<file path="src/rtl/core/cak_pkg.sv">
package cak_pkg;

    localparam int PORT_W      = 16;
    localparam int SEQ_W       = 16;
    localparam int SLOT_OUT_W  = 4;
    localparam int CFG_INDEX_W = 8;
    localparam int CFG_DATA_W  = 16;
    localparam int QUEUE_DEPTH = 2;

    typedef enum logic [2:0] {
        ST_ACCEPT  = 3'd0,
        ST_ORDER   = 3'd1,
        ST_DROP    = 3'd2,
        ST_CORRUPT = 3'd3,
        ST_FULL    = 3'd4
    } status_t;

    localparam logic [CFG_INDEX_W-1:0] REG_DROP_PERIOD    = 8'd0;
    localparam logic [CFG_INDEX_W-1:0] REG_CORRUPT_PERIOD = 8'd1;

    localparam logic [SEQ_W-1:0] SEQ_ONE = 16'd1;

    typedef struct packed {
        logic [PORT_W-1:0] src_port;
        logic [SEQ_W-1:0]  seq_num;
        logic [SEQ_W-1:0]  total_packets;
        logic              crc_ok;
    } in_item_t;

    typedef struct packed {
        logic [SEQ_W-1:0]      ack_num;
        status_t               status;
        logic [SLOT_OUT_W-1:0] client_slot;
        logic                  transfer_done;
    } out_item_t;

    // classified packet handed from lookup to execution
    typedef struct packed {
        logic [SEQ_W-1:0] seq_num;
        logic [SEQ_W-1:0] total_packets;
        logic             fresh;
        logic             table_full;
        logic             good;
    } job_t;

endpackage

</file>
<file path="src/rtl/core/cak_front.sv">
module cak_front #(
    parameter int MAX_CLIENTS = 16,
    parameter int SLOT_W      = 4
) (
    input  logic                 clk,
    input  logic                 rst_n,
    input  logic                 in_valid,
    output logic                 in_ready,
    input  cak_pkg::in_item_t    in_data,
    input  logic                 q_full,
    output logic                 q_push,
    output logic [SLOT_W-1:0]    q_slot,
    output cak_pkg::job_t        q_job
);

    logic [cak_pkg::PORT_W-1:0] port_table_reg [MAX_CLIENTS];
    logic [MAX_CLIENTS-1:0]     valid_reg;
    logic [MAX_CLIENTS-1:0]     valid_next;
    logic [MAX_CLIENTS-1:0]     hit_vec;
    logic [MAX_CLIENTS-1:0]     free_vec;
    logic [SLOT_W-1:0]          hit_slot;
    logic [SLOT_W-1:0]          free_slot;
    logic                       any_hit;
    logic                       any_free;
    logic                       accept;
    logic                       insert;

    always_comb
    begin
        for (int i = 0; i < MAX_CLIENTS; i++)
        begin
            hit_vec[i]  = valid_reg[i] && (port_table_reg[i] == in_data.src_port);
            free_vec[i] = !valid_reg[i];
        end
    end

    // lowest matching and lowest free slot
    always_comb
    begin
        hit_slot  = '0;
        free_slot = '0;
        for (int i = MAX_CLIENTS - 1; i >= 0; i--)
        begin
            if (hit_vec[i])
            begin
                hit_slot = SLOT_W'(i);
            end
            if (free_vec[i])
            begin
                free_slot = SLOT_W'(i);
            end
        end
    end

    assign any_hit  = |hit_vec;
    assign any_free = |free_vec;
    assign in_ready = !q_full;
    assign accept   = in_valid && in_ready;
    // unknown port is inserted even for a bad packet
    assign insert   = accept && !any_hit && any_free;

    always_comb
    begin
        valid_next = valid_reg;
        if (insert)
        begin
            valid_next[free_slot] = 1'b1;
        end
    end

    always_ff @(posedge clk or negedge rst_n)
    begin
        if (!rst_n)
        begin
            valid_reg <= '0;
        end
        else
        begin
            valid_reg <= valid_next;
        end
    end

    always_ff @(posedge clk)
    begin
        if (insert)
        begin
            port_table_reg[free_slot] <= in_data.src_port;
        end
    end

    // a bad packet from a new client still goes back to seed its expected sequence
    assign q_push                = accept && (in_data.crc_ok || insert);
    assign q_slot                = any_hit ? hit_slot : free_slot;
    assign q_job.seq_num         = in_data.seq_num;
    assign q_job.total_packets   = in_data.total_packets;
    assign q_job.fresh           = !any_hit && any_free;
    assign q_job.table_full      = !any_hit && !any_free;
    assign q_job.good            = in_data.crc_ok;

    a_port_unique: assert property (@(posedge clk) disable iff (!rst_n)
        $onehot0(hit_vec))
        else $error("port matches more than one slot");

    a_insert_grows: assert property (@(posedge clk) disable iff (!rst_n)
        insert |=> ($countones(valid_reg) == $past($countones(valid_reg)) + 1))
        else $error("insert did not add a client");

    a_full_sticks: assert property (@(posedge clk) disable iff (!rst_n)
        !any_free |=> !any_free)
        else $error("client table shrank");

endmodule

</file>
<file path="src/rtl/core/cak_fifo.sv">
module cak_fifo #(
    parameter int WIDTH = 34,
    parameter int DEPTH = 2
) (
    input  logic             clk,
    input  logic             rst_n,
    input  logic             push,
    input  logic [WIDTH-1:0] push_data,
    output logic             full,
    input  logic             pop,
    output logic [WIDTH-1:0] pop_data,
    output logic             empty
);

    localparam int PTR_W = (DEPTH > 1) ? $clog2(DEPTH) : 1;
    localparam int CNT_W = $clog2(DEPTH + 1);

    logic [WIDTH-1:0] mem_reg [DEPTH];
    logic [PTR_W-1:0] wr_ptr_reg;
    logic [PTR_W-1:0] wr_ptr_next;
    logic [PTR_W-1:0] rd_ptr_reg;
    logic [PTR_W-1:0] rd_ptr_next;
    logic [CNT_W-1:0] count_reg;
    logic [CNT_W-1:0] count_next;

    assign full     = (count_reg == CNT_W'(DEPTH));
    assign empty    = (count_reg == '0);
    assign pop_data = mem_reg[rd_ptr_reg];

    always_comb
    begin
        wr_ptr_next = wr_ptr_reg;
        rd_ptr_next = rd_ptr_reg;
        count_next  = count_reg;
        if (push)
        begin
            wr_ptr_next = (wr_ptr_reg == PTR_W'(DEPTH - 1)) ? '0 : wr_ptr_reg + 1'b1;
        end
        if (pop)
        begin
            rd_ptr_next = (rd_ptr_reg == PTR_W'(DEPTH - 1)) ? '0 : rd_ptr_reg + 1'b1;
        end
        if (push && !pop)
        begin
            count_next = count_reg + 1'b1;
        end
        else if (pop && !push)
        begin
            count_next = count_reg - 1'b1;
        end
    end

    always_ff @(posedge clk or negedge rst_n)
    begin
        if (!rst_n)
        begin
            wr_ptr_reg <= '0;
            rd_ptr_reg <= '0;
            count_reg  <= '0;
        end
        else
        begin
            wr_ptr_reg <= wr_ptr_next;
            rd_ptr_reg <= rd_ptr_next;
            count_reg  <= count_next;
        end
    end

    always_ff @(posedge clk)
    begin
        if (push)
        begin
            mem_reg[wr_ptr_reg] <= push_data;
        end
    end

endmodule

</file>
<file path="src/rtl/core/cak_back.sv">
module cak_back #(
    parameter int MAX_CLIENTS = 16,
    parameter int SLOT_W      = 4
) (
    input  logic                                 clk,
    input  logic                                 rst_n,
    input  logic                                 cfg_valid,
    output logic                                 cfg_ready,
    input  logic [cak_pkg::CFG_INDEX_W-1:0]      cfg_index,
    input  logic [cak_pkg::CFG_DATA_W-1:0]       cfg_data,
    input  logic                                 q_empty,
    output logic                                 q_pop,
    input  logic [SLOT_W-1:0]                    q_slot,
    input  cak_pkg::job_t                        q_job,
    output logic                                 out_valid,
    input  logic                                 out_ready,
    output cak_pkg::out_item_t                   out_data
);

    typedef enum logic [1:0] {
        S_IDLE = 2'b01,
        S_EXEC = 2'b10
    } state_t;

    state_t                      state_reg;
    state_t                      state_next;
    logic [cak_pkg::SEQ_W-1:0]   drop_period_reg;
    logic [cak_pkg::SEQ_W-1:0]   drop_period_next;
    logic [cak_pkg::SEQ_W-1:0]   corrupt_period_reg;
    logic [cak_pkg::SEQ_W-1:0]   corrupt_period_next;
    logic [cak_pkg::SEQ_W-1:0]   drop_target_reg;
    logic [cak_pkg::SEQ_W-1:0]   drop_target_next;
    logic [cak_pkg::SEQ_W-1:0]   corrupt_target_reg;
    logic [cak_pkg::SEQ_W-1:0]   corrupt_target_next;
    logic [cak_pkg::SEQ_W-1:0]   exp_mem [MAX_CLIENTS];
    logic [cak_pkg::SEQ_W-1:0]   exp_rd_reg;
    cak_pkg::job_t               job_reg;
    logic [SLOT_W-1:0]           slot_reg;
    logic                        out_valid_reg;
    logic                        out_valid_next;
    cak_pkg::out_item_t          out_reg;
    cak_pkg::out_item_t          result;
    logic [cak_pkg::SEQ_W-1:0]   exp_cur;
    logic [cak_pkg::SEQ_W-1:0]   exp_wdata;
    logic                        out_free;
    logic                        fire;
    logic                        emit;
    logic                        mem_we;
    logic                        cfg_write;

    assign cfg_ready = 1'b1;
    assign cfg_write = cfg_valid && cfg_ready;
    assign q_pop     = (state_reg == S_IDLE) && !q_empty;
    assign out_free  = !out_valid_reg || out_ready;
    assign fire      = (state_reg == S_EXEC) && out_free;
    assign emit      = fire && job_reg.good;
    assign mem_we    = fire && !job_reg.table_full;
    // a new client starts at one
    assign exp_cur   = job_reg.fresh ? cak_pkg::SEQ_ONE : exp_rd_reg;

    always_comb
    begin
        result              = '0;
        exp_wdata           = exp_cur;
        drop_target_next    = drop_target_reg;
        corrupt_target_next = corrupt_target_reg;
        drop_period_next    = drop_period_reg;
        corrupt_period_next = corrupt_period_reg;
        result.client_slot  = cak_pkg::SLOT_OUT_W'(slot_reg);
        if (job_reg.table_full)
        begin
            result.client_slot = '0;
            result.status      = cak_pkg::ST_FULL;
        end
        else if (!job_reg.good)
        begin
            // bad packet only seeds the new client's expected sequence
        end
        else if (job_reg.seq_num == corrupt_target_reg)
        begin
            result.ack_num      = exp_cur - 1'b1;
            result.status       = cak_pkg::ST_CORRUPT;
            if (fire)
            begin
                corrupt_target_next = corrupt_target_reg + corrupt_period_reg;
            end
        end
        else if (job_reg.seq_num == drop_target_reg)
        begin
            result.ack_num   = exp_cur - 1'b1;
            result.status    = cak_pkg::ST_DROP;
            if (fire)
            begin
                drop_target_next = drop_target_reg + drop_period_reg;
            end
        end
        else if (job_reg.seq_num == exp_cur)
        begin
            result.ack_num = exp_cur;
            result.status  = cak_pkg::ST_ACCEPT;
            if (exp_cur == job_reg.total_packets)
            begin
                result.transfer_done = 1'b1;
            end
            else
            begin
                exp_wdata = exp_cur + 1'b1;
            end
        end
        else
        begin
            result.ack_num = exp_cur - 1'b1;
            result.status  = cak_pkg::ST_ORDER;
        end

        if (cfg_write)
        begin
            unique case (cfg_index)
                cak_pkg::REG_DROP_PERIOD:
                begin
                    drop_period_next = cfg_data;
                    drop_target_next = cfg_data;
                end
                cak_pkg::REG_CORRUPT_PERIOD:
                begin
                    corrupt_period_next = cfg_data;
                    corrupt_target_next = cfg_data;
                end
                default:
                begin
                end
            endcase
        end
    end

    always_comb
    begin
        state_next = state_reg;
        unique case (state_reg)
            S_IDLE:
            begin
                if (q_pop)
                begin
                    state_next = S_EXEC;
                end
            end
            S_EXEC:
            begin
                if (fire)
                begin
                    state_next = S_IDLE;
                end
            end
            default:
            begin
                state_next = S_IDLE;
            end
        endcase
    end

    always_comb
    begin
        out_valid_next = out_valid_reg;
        if (emit)
        begin
            out_valid_next = 1'b1;
        end
        else if (out_ready)
        begin
            out_valid_next = 1'b0;
        end
    end

    always_ff @(posedge clk or negedge rst_n)
    begin
        if (!rst_n)
        begin
            state_reg          <= S_IDLE;
            out_valid_reg      <= 1'b0;
            drop_period_reg    <= '0;
            corrupt_period_reg <= '0;
            drop_target_reg    <= '0;
            corrupt_target_reg <= '0;
        end
        else
        begin
            state_reg          <= state_next;
            out_valid_reg      <= out_valid_next;
            drop_period_reg    <= drop_period_next;
            corrupt_period_reg <= corrupt_period_next;
            drop_target_reg    <= drop_target_next;
            corrupt_target_reg <= corrupt_target_next;
        end
    end

    // expected sequence store, registered read
    always_ff @(posedge clk)
    begin
        if (q_pop)
        begin
            exp_rd_reg <= exp_mem[q_slot];
            job_reg    <= q_job;
            slot_reg   <= q_slot;
        end
        if (mem_we)
        begin
            exp_mem[slot_reg] <= exp_wdata;
        end
        if (emit)
        begin
            out_reg <= result;
        end
    end

    assign out_valid = out_valid_reg;
    assign out_data  = out_reg;

    a_result_from_exec: assert property (@(posedge clk) disable iff (!rst_n)
        $rose(out_valid_reg) |-> $past(state_reg == S_EXEC))
        else $error("result appeared without execution");

    a_pop_to_exec: assert property (@(posedge clk) disable iff (!rst_n)
        q_pop |=> (state_reg == S_EXEC))
        else $error("pop did not start execution");

    a_exec_holds: assert property (@(posedge clk) disable iff (!rst_n)
        ((state_reg == S_EXEC) && !out_free) |=> (state_reg == S_EXEC))
        else $error("execution left while output blocked");

endmodule

</file>
<file path="src/rtl/core/cumulative_ack_receiver.sv">
// each good packet, or bad packet from a new client, is popped in the idle state and finished in
// the execute state by the read-modify-write of the expected sequence store; execute holds while
// the output is blocked; other bad packets are dropped at the input and never reach the queue
// reset: client table empty, periods and injection targets zero, queue and output empty
// no clearing pass after reset
module cumulative_ack_receiver #(
    parameter int MAX_CLIENTS = 16
) (
    input  logic                              clk,
    input  logic                              rst_n,
    input  logic                              in_valid,
    output logic                              in_ready,
    input  cak_pkg::in_item_t                 in_data,
    output logic                              out_valid,
    input  logic                              out_ready,
    output cak_pkg::out_item_t                out_data,
    input  logic                              cfg_valid,
    output logic                              cfg_ready,
    input  logic [cak_pkg::CFG_INDEX_W-1:0]   cfg_index,
    input  logic [cak_pkg::CFG_DATA_W-1:0]    cfg_data
);

    localparam int SLOT_W  = (MAX_CLIENTS > 1) ? $clog2(MAX_CLIENTS) : 1;
    localparam int ENTRY_W = SLOT_W + $bits(cak_pkg::job_t);

    logic                q_push;
    logic                q_pop;
    logic                q_full;
    logic                q_empty;
    logic [SLOT_W-1:0]   push_slot;
    cak_pkg::job_t       push_job;
    logic [SLOT_W-1:0]   pop_slot;
    cak_pkg::job_t       pop_job;
    logic [ENTRY_W-1:0]  pop_entry;

    cak_front #(
        .MAX_CLIENTS (MAX_CLIENTS),
        .SLOT_W      (SLOT_W)
    ) u_front (
        .clk      (clk),
        .rst_n    (rst_n),
        .in_valid (in_valid),
        .in_ready (in_ready),
        .in_data  (in_data),
        .q_full   (q_full),
        .q_push   (q_push),
        .q_slot   (push_slot),
        .q_job    (push_job)
    );

    cak_fifo #(
        .WIDTH (ENTRY_W),
        .DEPTH (cak_pkg::QUEUE_DEPTH)
    ) u_queue (
        .clk       (clk),
        .rst_n     (rst_n),
        .push      (q_push),
        .push_data ({push_slot, push_job}),
        .full      (q_full),
        .pop       (q_pop),
        .pop_data  (pop_entry),
        .empty     (q_empty)
    );

    assign pop_slot = pop_entry[ENTRY_W-1:$bits(cak_pkg::job_t)];
    assign pop_job  = cak_pkg::job_t'(pop_entry[$bits(cak_pkg::job_t)-1:0]);

    cak_back #(
        .MAX_CLIENTS (MAX_CLIENTS),
        .SLOT_W      (SLOT_W)
    ) u_back (
        .clk       (clk),
        .rst_n     (rst_n),
        .cfg_valid (cfg_valid),
        .cfg_ready (cfg_ready),
        .cfg_index (cfg_index),
        .cfg_data  (cfg_data),
        .q_empty   (q_empty),
        .q_pop     (q_pop),
        .q_slot    (pop_slot),
        .q_job     (pop_job),
        .out_valid (out_valid),
        .out_ready (out_ready),
        .out_data  (out_data)
    );

endmodule

</file>
<file path="config.mk">
export PLATFORM = sky130hd
export DESIGN_NAME = cumulative_ack_receiver
export DESIGN_NICKNAME = d
export VERILOG_FILES = /design/src/rtl/core/cak_pkg.sv /design/src/rtl/core/cak_front.sv /design/src/rtl/core/cak_fifo.sv /design/src/rtl/core/cak_back.sv /design/src/rtl/core/cumulative_ack_receiver.sv
export SDC_FILE = /design/constraint.sdc
export NUM_CORES = 1
export LEC_CHECK = 0
export CAP_MARGIN = 10
export CORE_MARGIN = 1
export CORE_UTILIZATION = 35
export DETAILED_ROUTE_END_ITERATION = 10
export DONT_BUFFER_PORTS = 1
export GPL_TIMING_DRIVEN = 0
export PLACE_DENSITY_LB_ADDON = 0.12
export SLEW_MARGIN = 25
export SYNTH_ARGS = -nofsm -noshare
export SYNTH_HDL_FRONTEND = slang
export SYNTH_SLANG_ARGS = --single-unit
</file>
<file path="constraint.sdc">
create_clock -name clk -period 7.7 [get_ports clk]
set_clock_uncertainty 0.2 [all_clocks]
set_input_delay 1.155 -clock clk [delete_from_list [all_inputs] [get_ports clk]]
set_output_delay 1.155 -clock clk [all_outputs]
set_load 0.05 [all_outputs]
</file>
==> results of run 1 <==
-- placed cells by master (no fill, tap or decap), drive strengths merged, types with 69 or more instances in the layout --
cell | synthesis | final
xnor2 | 223 | 223
edfxtp | 669 | 669
nand2 | 426 | 426
nand4 | 75 | 75
dfrtp | 86 | 86
clkbuf | 75 | 176
xor2 | 124 | 124
nand3 | 69 | 69
nor2 | 132 | 132
buf | 54 | 84
-- layout make-up --
type | instances | area [um2] | share of cell area, %
antenna | 5 | 12.5 | 0.0320
buffer | 129 | 736 | 1.88
clock buffer | 101 | 2190 | 5.59
clock inverter | 53 | 552 | 1.41
inverter | 34 | 130 | 0.332
multi-input combinational | 1739 | 11300 | 29.0
sequential | 756 | 22300 | 56.9
tap | 1276 | 1600 | 4.08
timing repair buffer | 30 | 330 | 0.844
-- metal layers --
metal / up-vias / track usage, % / part of all wire (%)
li1: 10000 / - / -
met1: 11000 / 27.1 / 44
met2: 597 / 33.8 / 48
met3: 156 / 4.03 / 5.6
met4: 8 / 6.20 / 2.7
met5: - / 0 / 0.057
-- where the power goes --
part	total [mW]	switching, mW	internal (mW)
registers	5.66	0.451	5.21
clock network	4.04	1.70	2.34
logic	3.72	2.54	1.19
total	13.4	4.69	8.74
-- cells in the mapped netlist, types with 20 or more instances --
master	n
sky130_fd_sc_hd__edfxtp_1	669
sky130_fd_sc_hd__a21oi_1	47
sky130_fd_sc_hd__nor4_1	37
sky130_fd_sc_hd__nand2b_1	20
sky130_fd_sc_hd__ha_1	33
sky130_fd_sc_hd__nand3_1	69
sky130_fd_sc_hd__a311oi_1	33
sky130_fd_sc_hd__a211oi_1	23
sky130_fd_sc_hd__dfrtp_1	86
sky130_fd_sc_hd__and3_1	59
sky130_fd_sc_hd__a31oi_1	53
sky130_fd_sc_hd__nand2_1	426
sky130_fd_sc_hd__o21ai_0	57
sky130_fd_sc_hd__mux2_2	45
sky130_fd_sc_hd__mux2i_1	34
sky130_fd_sc_hd__xnor2_1	223
sky130_fd_sc_hd__inv_1	34
sky130_fd_sc_hd__clkbuf_1	75
sky130_fd_sc_hd__or4_1	28
sky130_fd_sc_hd__nor3_1	36
sky130_fd_sc_hd__xor2_1	124
sky130_fd_sc_hd__nor2b_1	21
sky130_fd_sc_hd__nor2_1	130
sky130_fd_sc_hd__or2_2	21
sky130_fd_sc_hd__nand4_1	74
-- per-stage QoR --
stage                     setup slack, ns  util, %  setup TNS, ns  power, mW
after floorplan                      1.51        -              0       7.98
final                                3.03     40.4              0       13.4
after CTS                            3.17     40.4              0       13.5
after global placement             -0.704     37.1         -27.34       9.35
after detailed placement             2.49     37.6              0       9.46
after global routing                 2.97     40.4              0       14.0
-- cell families after synthesis --
logic type               Yosys count  synth area share, %
AND/OR/NAND/NOR                  990                 14.4
flip-flops                       756                 64.9
XOR/XNOR                         347                 8.85
AO/OA/AOI/OAI                    287                 5.58
buffers and inverters            163                 2.52
multiplexers                      79                 2.47
adder cells (fa/ha/maj)           35                 1.32
other                              1               0.0109
-- timing repair --
item	CTS	global route
endpoints found under the hold margin	86	0
endpoints found under the setup margin	0	0
hold buffers	1	0
-- how the worst min path moves through the flow --
stage / to / slack [ns]
after global routing: u_back.state_reg[0]$_DFFE_PN1P_ / 0.11
after detailed placement: u_back.corrupt_period_reg[8]$_DFFE_PN0P_ / 0.27
final: u_back.state_reg[0]$_DFFE_PN1P_ / 0.15
after floorplan: u_back.corrupt_period_reg[0]$_DFFE_PN0P_ / 0.25
after global placement: u_back.drop_period_reg[0]$_DFFE_PN0P_ / 0.26
after CTS: u_back.state_reg[0]$_DFFE_PN1P_ / 0.11
==> impl_metrics.tcl, run 1 <==
set metrics [dict create \
    die_area_mm2 0.0993 \
    yosys.area.top_type "sky130_fd_sc_hd__edfxtp_1" \
    route.detailed.vias_per_inst 5.28 \
    synthArstFlopShare_pct 11.5 \
    violations "DRC" \
    grt_pass1_wl_um 147000 \
    finalHoldWorstSlack_ns 0.153 \
    gp_congestion 0.918 \
    cts_sinks 756 \
    worst_r2r_endpoint "u_back.exp_mem[14][14]$_DFFE_PP_" \
    irDropWorstVdd_uv 177 \
    cellPowerDensity_mw_per_mm2 343 \
    numPortBuffers 0 \
    number_of_drc_violations_after_detailed_routing 24 \
    timing.max_cap.violations 0 \
    drt.antenna.violating_nets 0 \
    final_layout_size_suffix_gt1_share_pct 11.5 \
    clock_tree.root_cell "sky130_fd_sc_hd__clkbuf_16" \
    clockBufferDepth 3 \
    areaGrowthSynthToFinish_pct 14.1 \
    initial_utilization_pct 35.4 \
    drtIter0Drc 1613 \
    crit_type "input port to flip-flop" \
    cts_max_level 3 \
    grt_start_max_net_pins 87 \
    synthesis.nets 2771 \
    synth.lib_cells_used.distinct 75 \
    r2r.worst_path.cells 10 \
    placement_rows 114 \
    cp.required_ns 7.78 \
    synthCells 2658 \
    p_leak_nw 13.4 \
    final_area_mm2 0.0392 \
    delay_contributed_by_the_slowest_stage_of_the_critical_path_ns 0.79 \
    tritoncts "yes" \
    post_synth_instance_area_mm2 0.0343 \
    grt_use_total_pct 20.4 \
    wirelength_um 102000 \
    post_synth.cell_area_avg_um2 12.9 \
    rrSetupSlack_ns 3.35 \
    worstSkewPairLatency_ns 0.67 \
    first_global_vias 21800 \
    stdcell_count 4123 \
    vias 21800 \
    maxClockFrequency_mhz 214 \
    worst_setup_path_end_kind "flip-flop" \
    synth_warnings 0 \
    placement.cell_area_mm2 0.0364 \
    synth-seq-area-share_pct 64.9 \
    cp_num_buf_inv 3 \
    critical-path-top-delay-family "simple AND/OR/NAND/NOR gates" \
    drtPass1Iterations 9 \
    run_status "finished with violations" \
    cts.repair.resized 0 \
    grt_setup_unrepaired "no" \
    post-cts-setup-buffer-count 0 \
    worst_hold_path_type "input port to asynchronous set/reset pin" \
    setup_viol 0 \
    avgRoutedWirePerCell_um 24.7 \
    start_kind "input port" \
    worstPathCellList "buf_4 -> buf_6 -> xor2_1 -> nor4_1 -> nand2_1 -> or4_1 -> o41ai_1 -> nor4_1 -> nand2_1 -> or4_1 -> buf_6 -> nor2_2" \
    ys_seq_elements 756 \
    timing.final.hold_violations 0 \
    boundaryPins 105 \
    cts-buffers-inserted 85 \
    synth_top_area_share_pct 58.5 \
    clk_pin_slew_worst_paths_ns 0.06 \
    crit_fanout 17 \
    slew_headroom_pct 33.5 \
    synth_ff_type "sky130_fd_sc_hd__edfxtp_1" \
    worstPathArrival_ns 4.75 \
    nets 2888 \
    fp.dieH_um 315 \
    ys_top_cells_by_area "sky130_fd_sc_hd__edfxtp_1 59%, sky130_fd_sc_hd__dfrtp_1 6.3%, sky130_fd_sc_hd__xnor2_1 5.7%, sky130_fd_sc_hd__nand2_1 4.7%, sky130_fd_sc_hd__xor2_1 3.2%" \
    finalCritPeriodShare_pct 60.6 \
    antenna_found_initial 11 \
    synth_enable_flop_cells 669 \
    chip_width_um 315 \
    post-dp-hpwl_um 69500 \
    max_slew.worst_pin.slew_ns 0.978 \
    grt-ovfl-total 0 \
    capturing_instance_or_port_of_the_critical_path "u_front.port_table_reg[8][13]$_DFFE_PP_" \
    reg2reg_from "u_back.job_reg[27]$_DFFE_PP_" \
    critical_path.startpoint "in_data[41]" \
    dp.cells 3963 \
    cp_slowest_cell "sky130_fd_sc_hd__nor4_1" \
    placeable_area_mm2 0.0969 \
    finalMaxSlewViolations 0 \
    finalCriticalPeriod_ns 4.67 \
    worstSetupPathDepth 12 \
    layout.filler_cells 9067 \
]
Power figures use the tool's default switching activity.
==> run 2, diff against run 1 <==
==> constraint.sdc (replaced) <==
create_clock -name clk -period 4.8 [get_ports clk]
set_clock_uncertainty 0.2 [all_clocks]
set_input_delay 0.72 -clock clk [delete_from_list [all_inputs] [get_ports clk]]
set_output_delay 0.72 -clock clk [all_outputs]
set_load 0.05 [all_outputs]
==> run 2 against run 1 <==
Compared with the run above: setup slack worse by 2.5 ns; the flow still finishes with violations (DRC); critical endpoint is now u_front.port_table_reg[8][6]$_DFFE_PP_; final cell count increased by 1.5%; routed wire length rose by 1.7%; flip-flop and latch count is the same; first-iteration DRC count rose by 13%; sequential share of layout area decreased by 1.0 points; power is 62% higher; highest routed layer unchanged.
==> impl_metrics.tcl, run 2 (synthesis gave the netlist of run 1 again) <==
set metrics [dict create \
    post-cts-setup-buffer-count 0 \
    p_leak_nw 13.7 \
    clock_tree.root_cell "sky130_fd_sc_hd__clkbuf_16" \
    boundaryPins 105 \
    grt_setup_unrepaired "no" \
    setup_viol 0 \
    final_area_mm2 0.0399 \
    drtPass1Iterations 9 \
    stdcell_count 4184 \
    layout_common_cells "669 x sky130_fd_sc_hd__edfxtp_1, 426 x sky130_fd_sc_hd__nand2_1, 220 x sky130_fd_sc_hd__xnor2_1" \
    worst_setup_path_end_kind "flip-flop" \
    crit_type "input port to flip-flop" \
    finalHoldWorstSlack_ns 0.0352 \
    numPortBuffers 0 \
    cp.required_ns 4.88 \
    irDropWorstVdd_uv 354 \
    cts-buffers-inserted 86 \
    wirelength_um 103000 \
    clockBufferDepth 3 \
    finalPower_mw 21.7 \
    max_slew.worst_pin.slew_ns 1.02 \
    cts_max_level 3 \
    run_status "finished with violations" \
    worstSkewPairLatency_ns 0.66 \
    grt_use_total_pct 20.8 \
    finalCriticalPeriod_ns 4.23 \
    placeable_area_mm2 0.0969 \
    maxClockFrequency_mhz 236 \
    drtIter0Drc 1819 \
    post-dp-hpwl_um 69500 \
    areaGrowthSynthToFinish_pct 16.1 \
    post-route-util_pct 41.2 \
    power.sequential.fraction_pct 41.8 \
    cts_sinks 756 \
    first_global_vias 22100 \
    finalWorstSetupSlack_ns 0.568 \
    slew_headroom_pct 32.0 \
    antenna_found_initial 12 \
    preCtsSetupSlack_ns -0.0685 \
    gp_congestion 0.931 \
    placement_rows 114 \
    tritoncts "yes" \
    grt_start_max_net_pins 88 \
    pwr-share-clk_pct 30.1 \
    fp.dieH_um 315 \
    worst_hold_path_type "input port to flip-flop" \
    start_kind "input port" \
    net-switching-power_mw 7.59 \
    crit_fanout 16 \
    nets 2952 \
    drt.antenna.violating_nets 0 \
    initial_utilization_pct 35.4 \
    timing.max_cap.violations 0 \
    grt-ovfl-total 0 \
    switching_share_pct 35.0 \
    finalMaxSlewViolations 0 \
    finalCritPeriodShare_pct 88.2 \
    totalNegativeSetupSlack_ns 0 \
    reg2reg_from "u_queue.rd_ptr_reg$_DFFE_PN0P_" \
    number_of_drc_violations_after_detailed_routing 24 \
    clk_pin_slew_worst_paths_ns 0.06 \
    avgRoutedWirePerCell_um 24.7 \
    die_area_mm2 0.0993 \
    dp.cells 3960 \
    vias 22100 \
    grt_pass1_wl_um 149000 \
    mostFrequentLayoutCell "sky130_fd_sc_hd__edfxtp_1" \
    worst_min_path_start "cfg_data[3]" \
    critical_path.startpoint "in_data[41]" \
    internal_power_mw 14.1 \
    timing.final.hold_violations 0 \
    route.detailed.vias_per_inst 5.28 \
    pwr-share-comb_pct 28.2 \
    violations "DRC" \
    chip_width_um 315 \
    cellPowerDensity_mw_per_mm2 545 \
    layout.filler_cells 9022 \
    final_layout_size_suffix_gt1_share_pct 11.7 \
    placement.cell_area_mm2 0.0364 \
    worstPathArrival_ns 4.31 \
    cts.repair.resized 0 \
]
==> run 2: area by class of cell <==
cell class                 instances  area, um2  share of cell area, %
antenna                            1       2.50                0.00628
buffer                           129        736                   1.85
clock buffer                     103       2260                   5.66
clock inverter                    53        510                   1.28
inverter                          34        130                  0.326
multi-input combinational       1739      11300                   28.5
sequential                       756      22300                   55.9
tap                             1276       1600                   4.00
timing repair buffer              93       1020                   2.56
==> run 2: final timing paths <==
path	cells past startpoint	to	slack, ns
max	12	u_front.port_table_reg[8][6]$_DFFE_PP_	0.57
min	2	u_back.corrupt_period_reg[3]$_DFFE_PN0P_	0.04
max reg2reg	9	u_back.exp_rd_reg[9]$_DFFE_PP_	0.60
min in group asynchronous	2	u_back.drop_target_reg[12]$_DFF_PN0_	0.51
min reg2reg	2	u_back.drop_period_reg[0]$_DFFE_PN0P_	0.28
max in group asynchronous	2	u_back.state_reg[0]$_DFFE_PN1P_	3.47
==> run 2: layer usage <==
| layer | track usage, % | up-vias | wire [um] |
|---|---|---|---|
| met4 | 7.28 | 16 | 3460 |
| met5 | 0 | - | 102 |
| met3 | 3.84 | 197 | 6020 |
| li1 | - | 10200 | - |
| met1 | 27.4 | 11000 | 44600 |
| met2 | 34.3 | 679 | 49300 |
==> run 2: repair_timing <==
item                                    4_1_cts  5_1_grt
hold endpoints to repair                    445        0
hold buffers                                 67        0
endpoints found under the setup margin        0        0
==> run 2: power groups by stage <==
| stage | registers [mW] | clock network [mW] | logic, mW |
|---|---|---|---|
| floorplan | 8.94 | 0 | 3.85 |
| global placement | 9.23 | 0 | 5.79 |
| detailed placement | 9.21 | 0 | 5.97 |
| CTS | 9.08 | 6.67 | 6.14 |
| global route | 9.16 | 6.91 | 6.62 |
| finish | 9.08 | 6.53 | 6.12 |
==> run 2: critical path: stages <==
cell                      delay [ns]
sky130_fd_sc_hd__buf_4          0.21
sky130_fd_sc_hd__buf_6          0.30
sky130_fd_sc_hd__xor2_1         0.22
sky130_fd_sc_hd__nor4_1         0.07
sky130_fd_sc_hd__nand2_1        0.13
sky130_fd_sc_hd__or4_1          0.15
sky130_fd_sc_hd__o41ai_1        0.10
sky130_fd_sc_hd__nor4_1         0.73
sky130_fd_sc_hd__nand2_1        0.20
sky130_fd_sc_hd__or4_1          0.60
sky130_fd_sc_hd__buf_6          0.18
sky130_fd_sc_hd__nor2_2         0.66
